<file path="config.mk">
export PLATFORM = sky130hd
export DESIGN_NAME = chunked_body_length_scanner_core
export DESIGN_NICKNAME = d
export VERILOG_FILES = /design/src/sv/cbls_pkg.sv /design/src/sv/cbls_in_stage.sv /design/src/sv/cbls_parser.sv /design/src/sv/cbls_out_stage.sv /design/src/sv/chunked_body_length_scanner_core.sv
export SDC_FILE = /design/constraint.sdc
export NUM_CORES = 1
export LEC_CHECK = 0
export BUFFER_PORTS_ARGS = -buffer_cell sky130_fd_sc_hd__buf_2
export CAP_MARGIN = 10
export CORE_ASPECT_RATIO = 0.75
export CORE_MARGIN = 2
export CORE_UTILIZATION = 40
export DETAILED_ROUTE_END_ITERATION = 6
export SLEW_MARGIN = 40
export SYNTH_ARGS = -nofsm -noshare
export SYNTH_HDL_FRONTEND = slang
export SYNTH_SLANG_ARGS = --single-unit
</file>
<file path="constraint.sdc">
create_clock -name clk_i -period 8.8 [get_ports clk_i]
set_clock_uncertainty 0.15 [all_clocks]
set_input_delay 0.88 -clock clk_i [delete_from_list [all_inputs] [get_ports clk_i]]
set_output_delay 0.88 -clock clk_i [all_outputs]
set_load 0.02 [all_outputs]
</file>
<file path="src/sv/cbls_pkg.sv">
// shared types, character codes and helpers for the chunked body length scanner
package cbls_pkg;

  localparam logic [7:0]  CHAR_CR    = 8'h0D;
  localparam logic [7:0]  CHAR_LF    = 8'h0A;
  localparam logic [7:0]  CHAR_SP    = 8'h20;
  localparam logic [7:0]  CHAR_TAB   = 8'h09;
  localparam logic [7:0]  CHAR_SEMI  = 8'h3B;
  localparam logic [7:0]  CHAR_COLON = 8'h3A;
  localparam logic [7:0]  CHAR_D0    = 8'h30;
  localparam logic [7:0]  CHAR_D9    = 8'h39;
  localparam logic [7:0]  CHAR_UA    = 8'h41;
  localparam logic [7:0]  CHAR_UF    = 8'h46;
  localparam logic [7:0]  CHAR_LA    = 8'h61;
  localparam logic [7:0]  CHAR_LF_HEX = 8'h66;
  localparam logic [31:0] LEN_MAX    = 32'hFFFF_FFFF;

  typedef enum logic [1:0] {
    V_MORE = 2'd0,
    V_DONE = 2'd1,
    V_BAD  = 2'd2
  } verdict_e;

  typedef enum logic [5:0] {
    PH_SIZE    = 6'b000001,
    PH_DATA    = 6'b000010,
    PH_DCR     = 6'b000100,
    PH_DLF     = 6'b001000,
    PH_TRAILER = 6'b010000,
    PH_DONE    = 6'b100000
  } phase_e;

  typedef struct packed {
    logic digit;
    logic tblank;
    logic ext;
    logic cr;
    logic nonempty;
    logic colon;
  } line_flags_t;

  typedef struct packed {
    logic [7:0] body_byte;
    logic       start_flag;
  } item_t;

  typedef struct packed {
    verdict_e    verdict;
    logic [31:0] total_length;
  } result_t;

  // {is_hex, digit value}
  function automatic logic [4:0] hex_decode(input logic [7:0] c);
    logic [7:0] v;
    logic       ok;
    v  = '0;
    ok = 1'b0;
    if (c >= CHAR_D0 && c <= CHAR_D9) begin
      v  = c - CHAR_D0;
      ok = 1'b1;
    end else if (c >= CHAR_UA && c <= CHAR_UF) begin
      v  = c - (CHAR_UA - 8'd10);
      ok = 1'b1;
    end else if (c >= CHAR_LA && c <= CHAR_LF_HEX) begin
      v  = c - (CHAR_LA - 8'd10);
      ok = 1'b1;
    end
    return {ok, v[3:0]};
  endfunction

endpackage

</file>
<file path="src/sv/cbls_in_stage.sv">
// input register stage holding one accepted byte transaction
module cbls_in_stage (
  input  logic           clk_i,
  input  logic           rst_ni,
  input  logic           in_valid_i,
  output logic           in_stall_o,
  input  cbls_pkg::item_t item_i,
  input  logic           advance_i,
  output logic           valid_o,
  output cbls_pkg::item_t item_o
);
  import cbls_pkg::*;

  logic  valid_q, valid_d;
  item_t item_q;
  logic  load;

  // stall only while a held byte cannot move on
  assign in_stall_o = valid_q && !advance_i;
  assign load       = in_valid_i && !in_stall_o;
  assign valid_d    = load ? 1'b1 : (advance_i ? 1'b0 : valid_q);

  always_ff @(posedge clk_i or negedge rst_ni) begin
    if (!rst_ni) begin
      valid_q <= 1'b0;
    end else begin
      valid_q <= valid_d;
    end
  end

  always_ff @(posedge clk_i) begin
    if (load) begin
      item_q <= item_i;
    end
  end

  assign valid_o = valid_q;
  assign item_o  = item_q;

endmodule

</file>
<file path="src/sv/cbls_parser.sv">
// framing state and per-byte next-state logic of the chunked body scanner
module cbls_parser #(
  parameter int SIZE_BITS = 32
) (
  input  logic              clk_i,
  input  logic              rst_ni,
  input  logic              step_i,
  input  cbls_pkg::item_t   item_i,
  output cbls_pkg::result_t result_o
);
  import cbls_pkg::*;

  localparam int SUMW = ((SIZE_BITS > 32) ? SIZE_BITS : 32) + 2;

  phase_e                phase_q, phase_d;
  logic [SIZE_BITS-1:0]  acc_q, acc_d;
  logic [31:0]           rem_q, rem_d;
  logic [31:0]           count_q, count_d;
  line_flags_t           flags_q, flags_d;
  logic                  bad_q, bad_d;
  verdict_e              verdict_q, verdict_d;

  phase_e                cur_phase;
  logic [SIZE_BITS-1:0]  cur_acc;
  logic [31:0]           cur_rem;
  logic [31:0]           cur_count;
  line_flags_t           cur_flags;
  logic                  cur_bad;
  verdict_e              cur_verdict;

  line_flags_t           f;
  logic                  b;
  logic [SIZE_BITS-1:0]  a;
  logic [7:0]            c;
  logic [4:0]            hex;
  logic                  is_blank;
  logic [SUMW-1:0]       acc_ext;
  logic                  len_ovf;

  assign c        = item_i.body_byte;
  assign hex      = hex_decode(c);
  assign is_blank = (c == CHAR_SP) || (c == CHAR_TAB);
  assign acc_ext  = SUMW'(cur_acc);
  // count after this lf, plus the data and its CR LF, must still fit in the byte count
  assign len_ovf  = (SUMW'(cur_count) + acc_ext + SUMW'(3)) > SUMW'(LEN_MAX);

  always_comb begin
    if (item_i.start_flag) begin
      cur_phase   = PH_SIZE;
      cur_acc     = '0;
      cur_rem     = '0;
      cur_count   = '0;
      cur_flags   = '0;
      cur_bad     = 1'b0;
      cur_verdict = V_MORE;
    end else begin
      cur_phase   = phase_q;
      cur_acc     = acc_q;
      cur_rem     = rem_q;
      cur_count   = count_q;
      cur_flags   = flags_q;
      cur_bad     = bad_q;
      cur_verdict = verdict_q;
    end

    phase_d   = cur_phase;
    acc_d     = cur_acc;
    rem_d     = cur_rem;
    count_d   = cur_count;
    flags_d   = cur_flags;
    bad_d     = cur_bad;
    verdict_d = cur_verdict;
    f         = cur_flags;
    b         = cur_bad;
    a         = cur_acc;

    if (cur_phase != PH_DONE) begin
      if (cur_count == LEN_MAX) begin
        verdict_d = V_BAD;
        phase_d   = PH_DONE;
      end else begin
        count_d = cur_count + 32'd1;
        case (cur_phase)
          PH_DATA: begin
            rem_d = cur_rem - 32'd1;
            if (cur_rem == 32'd1) begin
              phase_d = PH_DCR;
            end
          end
          PH_DCR: begin
            flags_d    = '0;
            flags_d.cr = (c == CHAR_CR);
            phase_d    = PH_DLF;
          end
          PH_DLF: begin
            if (cur_flags.cr && c == CHAR_LF) begin
              flags_d = '0;
              bad_d   = 1'b0;
              phase_d = PH_SIZE;
            end else begin
              verdict_d = V_BAD;
              phase_d   = PH_DONE;
            end
          end
          PH_SIZE, PH_TRAILER: begin
            if (cur_flags.cr && c == CHAR_LF) begin
              flags_d.cr = 1'b0;
              if (cur_phase == PH_SIZE) begin
                if (cur_bad || !cur_flags.digit) begin
                  verdict_d = V_BAD;
                  phase_d   = PH_DONE;
                end else begin
                  flags_d = '0;
                  bad_d   = 1'b0;
                  if (cur_acc == '0) begin
                    phase_d = PH_TRAILER;
                  end else if (len_ovf) begin
                    verdict_d = V_BAD;
                    phase_d   = PH_DONE;
                  end else begin
                    rem_d   = acc_ext[31:0];
                    acc_d   = '0;
                    phase_d = PH_DATA;
                  end
                end
              end else begin
                if (!cur_flags.nonempty) begin
                  verdict_d = V_DONE;
                  phase_d   = PH_DONE;
                end else if (!cur_flags.colon || cur_bad) begin
                  verdict_d = V_BAD;
                  phase_d   = PH_DONE;
                end else begin
                  flags_d = '0;
                  bad_d   = 1'b0;
                end
              end
            end else begin
              // a CR not followed by LF is an ordinary line byte
              if (f.cr) begin
                f.cr = 1'b0;
                if (cur_phase == PH_SIZE) begin
                  if (!f.ext) begin
                    b = 1'b1;
                  end
                end else begin
                  f.nonempty = 1'b1;
                end
              end
              if (c == CHAR_CR) begin
                f.cr = 1'b1;
              end else if (cur_phase == PH_SIZE) begin
                if (!f.ext) begin
                  if (is_blank) begin
                    if (f.digit) begin
                      f.tblank = 1'b1;
                    end
                  end else if (c == CHAR_SEMI) begin
                    f.ext = 1'b1;
                  end else if (!hex[4]) begin
                    b = 1'b1;
                  end else if (f.tblank) begin
                    b = 1'b1;
                  end else begin
                    f.digit = 1'b1;
                    if (!b) begin
                      if (a[SIZE_BITS-1 -: 4] != 4'd0) begin
                        b = 1'b1;
                      end else begin
                        a = {a[SIZE_BITS-5:0], hex[3:0]};
                      end
                    end
                  end
                end
              end else begin
                if (!f.nonempty && c == CHAR_COLON) begin
                  b = 1'b1;
                end
                f.nonempty = 1'b1;
                if (c == CHAR_COLON) begin
                  f.colon = 1'b1;
                end
              end
              flags_d = f;
              bad_d   = b;
              acc_d   = a;
            end
          end
          default: begin
          end
        endcase
      end
    end
  end

  always_ff @(posedge clk_i or negedge rst_ni) begin
    if (!rst_ni) begin
      phase_q   <= PH_SIZE;
      acc_q     <= '0;
      rem_q     <= '0;
      count_q   <= '0;
      flags_q   <= '0;
      bad_q     <= 1'b0;
      verdict_q <= V_MORE;
    end else if (step_i) begin
      phase_q   <= phase_d;
      acc_q     <= acc_d;
      rem_q     <= rem_d;
      count_q   <= count_d;
      flags_q   <= flags_d;
      bad_q     <= bad_d;
      verdict_q <= verdict_d;
    end
  end

  assign result_o.verdict      = verdict_d;
  assign result_o.total_length = (verdict_d == V_DONE) ? count_d : 32'd0;

  a_verdict_implies_done: assert property (@(posedge clk_i) disable iff (!rst_ni)
    (verdict_q != V_MORE) |-> (phase_q == PH_DONE))
    else $error("final verdict held outside the done phase");

  a_data_nonzero: assert property (@(posedge clk_i) disable iff (!rst_ni)
    (phase_q == PH_DATA) |-> (rem_q != 32'd0))
    else $error("chunk data phase with nothing left to count");

  a_acc_cleared: assert property (@(posedge clk_i) disable iff (!rst_ni)
    (phase_q == PH_DATA || phase_q == PH_DCR || phase_q == PH_DLF ||
     phase_q == PH_TRAILER) |-> (acc_q == '0))
    else $error("chunk size accumulator not cleared after size line");

endmodule

</file>
<file path="src/sv/cbls_out_stage.sv">
// result register for the verdict and total length
module cbls_out_stage (
  input  logic              clk_i,
  input  logic              rst_ni,
  input  logic              valid_i,
  input  cbls_pkg::result_t result_i,
  output logic              ready_o,
  output logic              out_valid_o,
  input  logic              out_stall_i,
  output logic [1:0]        verdict_o,
  output logic [31:0]       total_length_o
);
  import cbls_pkg::*;

  logic    valid_q, valid_d;
  result_t result_q;

  assign ready_o = !valid_q || !out_stall_i;
  assign valid_d = ready_o ? valid_i : valid_q;

  always_ff @(posedge clk_i or negedge rst_ni) begin
    if (!rst_ni) begin
      valid_q <= 1'b0;
    end else begin
      valid_q <= valid_d;
    end
  end

  always_ff @(posedge clk_i) begin
    if (ready_o && valid_i) begin
      result_q <= result_i;
    end
  end

  assign out_valid_o    = valid_q;
  assign verdict_o      = result_q.verdict;
  assign total_length_o = result_q.total_length;

endmodule

</file>
<file path="src/sv/chunked_body_length_scanner_core.sv">
// top level of the chunked message body length scanner
// an accepted byte is registered in the input stage, and its result in the output stage register
// throughput: one byte per cycle while the output is not stalled; the framing state updates once per scanned byte
// a result waiting downstream stops the input register from advancing, so the input stalls once it holds a byte
// reset: rst_ni clears all framing state to the size line phase with verdict need more
// start_flag on a byte clears the same state before that byte is scanned
module chunked_body_length_scanner_core #(
  parameter int SIZE_BITS = 32
) (
  input  logic        clk_i,
  input  logic        rst_ni,
  input  logic        in_valid_i,
  output logic        in_stall_o,
  input  logic [7:0]  body_byte_i,
  input  logic        start_flag_i,
  output logic        out_valid_o,
  input  logic        out_stall_i,
  output logic [1:0]  verdict_o,
  output logic [31:0] total_length_o
);
  import cbls_pkg::*;

  item_t   item_in;
  item_t   item_s1;
  logic    valid_s1;
  logic    ready_s2;
  result_t result_s2;

  assign item_in.body_byte  = body_byte_i;
  assign item_in.start_flag = start_flag_i;

  cbls_in_stage u_in (
    .clk_i      (clk_i),
    .rst_ni     (rst_ni),
    .in_valid_i (in_valid_i),
    .in_stall_o (in_stall_o),
    .item_i     (item_in),
    .advance_i  (ready_s2),
    .valid_o    (valid_s1),
    .item_o     (item_s1)
  );

  cbls_parser #(
    .SIZE_BITS (SIZE_BITS)
  ) u_parser (
    .clk_i    (clk_i),
    .rst_ni   (rst_ni),
    .step_i   (valid_s1 && ready_s2),
    .item_i   (item_s1),
    .result_o (result_s2)
  );

  cbls_out_stage u_out (
    .clk_i          (clk_i),
    .rst_ni         (rst_ni),
    .valid_i        (valid_s1),
    .result_i       (result_s2),
    .ready_o        (ready_s2),
    .out_valid_o    (out_valid_o),
    .out_stall_i    (out_stall_i),
    .verdict_o      (verdict_o),
    .total_length_o (total_length_o)
  );

  a_stall_from_backpressure: assert property (@(posedge clk_i) disable iff (!rst_ni)
    in_stall_o |-> (out_valid_o && out_stall_i))
    else $error("input stalled without output backpressure");

  a_verdict_code: assert property (@(posedge clk_i) disable iff (!rst_ni)
    out_valid_o |-> (verdict_o == V_MORE || verdict_o == V_DONE || verdict_o == V_BAD))
    else $error("unused verdict code on output");

  a_length_only_when_done: assert property (@(posedge clk_i) disable iff (!rst_ni)
    (out_valid_o && verdict_o != V_DONE) |-> (total_length_o == 32'd0))
    else $error("total length reported without a complete verdict");

  a_step_gives_result: assert property (@(posedge clk_i) disable iff (!rst_ni)
    (valid_s1 && ready_s2) |=> out_valid_o)
    else $error("scanned byte produced no result transaction");

endmodule
</file>
==> results_dict.tcl <==
set metrics [dict create \
    status "complete, but fails checks" \
    failed_checks "design-rule violations" \
    fin_nets 1528 \
    grt_pass1_wl_mm 65.3 \
    synth_edf_count 43 \
    fin_hold_ws_ns 0.325 \
    critPathLaunchType "flop" \
    swShare 0.343 \
    start_util 0.405 \
    drt-initial-drc-count 1529 \
    die_h_um 155 \
    clock_latency_ns 0.44 \
    intPower_mw 1.37 \
    p_per_area_mw_per_mm2 158 \
    area_growth_pct 8.22 \
    cts_max_level 4 \
    ys_seq_elements 156 \
    vdd_drop_max_v 0.000129 \
    drcViolationCount 26 \
    crit_path_max_fanout 103 \
    antenna_found_initial 0 \
    synth_area_mm2 0.0122 \
    endpoint_kind "flop" \
    die-width_um 205 \
    fin_crit_ns 6.15 \
    critPathKind "reg -> reg" \
    ios 49 \
    leakage_nw 4.80 \
    vias_per_cell 6.41 \
    finalPower_mw 2.08 \
    yosysMostFrequentCell "nor2_1" \
    fin_setup_tns_ns 0 \
    holdCritPathClass "in -> async" \
    max_cap_violations 0 \
    crit_required_ns 8.82 \
    switching_power_mw 0.714 \
    maxSlewViolCount 0 \
    port_buffers 48 \
    async_reset_ff_frac 0.724 \
    seq_area_frac_synth 0.339 \
    setup_viol 0 \
    routabilityCongestion 0.993 \
    post-cts-setup-buffer-count 0 \
    drive_gt1_frac 0.0940 \
    track_usage 0.265 \
    hold_viol_final 0 \
    cts_hold_buf 0 \
    cts_resized 0 \
    core_mm2 0.0301 \
    synthTopCellsByArea "dfrtp_1 (23%), edfxtp_1 (11%), o21ai_0 (5.3%)" \
    clock_power_share 0.361 \
    rows 55 \
    dieArea_mm2 0.0318 \
    gr-total-overflow 0 \
    dp.final_hpwl_mm 30.6 \
    path_clk_slew_ns 0.07 \
    seq_power_share 0.422 \
    relSlewSlack 0.414 \
    grt_max_degree 104 \
    cts_buffer_depth 2 \
    routed_wl_mm 42.3 \
    cts-buffers-inserted 17 \
    synth_nets 1558 \
    cts_root_buf "clkbuf_16" \
    nFillCells 3001 \
    vias 12300 \
    grt_pass1_vias 11000 \
    ant_nets 0 \
    cts_tree "built" \
    antenna_cells 0 \
    clock.fmax_ghz 0.163 \
    yosys.area.top_type "dfrtp_1" \
    synthTopCellsByCount "nor2_1 (165), nand2_1 (152), o21ai_0 (128)" \
    ys_dominant_reg_cell "dfrtp_1" \
    avgSynthCellArea_um2 7.96 \
    comb_power_share 0.217 \
    synthDistinctLibCells 88 \
    min_period_over_period 0.698 \
    wire_per_inst_um 22.1 \
    syn_inst 1528 \
    critPathArrivalTime_ns 6.17 \
    cts_sinks 156 \
    yosysTopAreaCellShare 0.230 \
    worstMarginPinSlew_ns 0.874 \
    drt_first_pass_iters 7 \
    yosysWarnings 0 \
    rsz0062_at_grt "no" \
]
power by group through the flow:
stage               Sequential, mW  Combinational (mW)  Clock (mW)
CTS                          0.873               0.439       0.766
detailed placement           0.887               0.437           0
floorplan                    0.862               0.317           0
global route                 0.886               0.491       0.792
finish                       0.878               0.452       0.752
global placement             0.886               0.433           0
through the flow:
step | area, um^2 | utilization | setup slack, ns | instances
final | 13200 | 0.438 | 2.65 | 1910
after global routing | 13200 | 0.438 | 2.44 | 1910
after CTS | 13200 | 0.438 | 2.87 | 1910
after detailed placement | 12600 | 0.418 | 2.91 | 1878
after global placement | 12500 | 0.417 | 3.05 | 1877
after floorplan | 12200 | - | 2.17 | 1528
cell usage in the layout, fill, tap and decap left out, types with 23 or more instances in the layout:
cell | netlist | routed
edfxtp_1 | 43 | 43
a21oi_1 | 107 | 107
buf_2 | 27 | 47
nand3_1 | 57 | 57
xnor2_1 | 42 | 42
nand2_1 | 152 | 151
a22o_1 | 27 | 27
nor2_1 | 165 | 165
nor2b_1 | 30 | 30
nor3_1 | 72 | 71
mux2i_1 | 23 | 23
nor4_1 | 33 | 31
o21ai_0 | 128 | 128
dfrtp_1 | 112 | 112
a31oi_1 | 27 | 27
inv_1 | 26 | 24
routing by layer:
metal	wire length (um)	track usage
met5	0	0
met3	4980	0.0790
met4	810	0.0675
met2	16700	0.353
met1	19700	0.407
worst max-delay path: stages, from the launching register on:
cell and delay (ns):
edfxtp_1 0.51, buf_12 0.23, nor2b_1 0.44, ha_1 0.27, ha_1 0.15, a21oi_1 0.08, nor4_4 0.37, o211ai_1 0.20
a211oi_1 0.53, nor2_1 0.13, o311a_1 0.35, or4_4 0.55, nor4_4 0.62, o31ai_1 0.16, nand3_1 0.51, buf_4 0.39
nor2_1 0.08
flip-flops by register name, summed over array words and instances (netlist names), 2 cells and up:
register and cells:
u_parser.flags_q 6, u_parser.count_q 32, u_parser.verdict_q 2, u_parser.phase_q 6, u_parser.acc_q 32, u_in.item_o 9
u_parser.rem_q 32, u_out.verdict_o 2, u_out.total_length_o 32
final timing paths:
path / startpoint / end / slack, ns / depth (start not counted)
max reg2reg: u_in.item_o[0] / u_out.total_length_o[20] / 2.65 / 16
min: rst_ni / u_parser.count_q[21] / 0.32 / 1
min in group clk_i: u_parser.flags_q[0] / u_parser.flags_q[0] / 0.36 / 2
max: u_in.item_o[0] / u_out.total_length_o[20] / 2.65 / 16
min reg2reg: u_parser.flags_q[0] / u_parser.flags_q[0] / 0.36 / 2
max in group asynchronous: rst_ni / u_parser.count_q[17] / 6.99 / 3
kinds of logic after synthesis:
| family | share of synthesized area |
|---|---|
| buf+inv | 0.0520 |
| xor+xnor | 0.0467 |
| fa+ha+maj | 0.0208 |
| compound gates | 0.262 |
| simple gates | 0.258 |
| mux | 0.0217 |
| flops | 0.339 |
cell type report:
class / instances / area [um^2] / area share
clock buffers: 24 / 503 / 0.0382
repair buffers: 69 / 425 / 0.0323
flip-flops and latches: 156 / 4120 / 0.313
inverters: 26 / 97.6 / 0.00741
clock inverters: 8 / 81.3 / 0.00618
well taps: 399 / 499 / 0.0379
multi-input cells: 1228 / 7440 / 0.565
(Power assumes the default switching activity.)
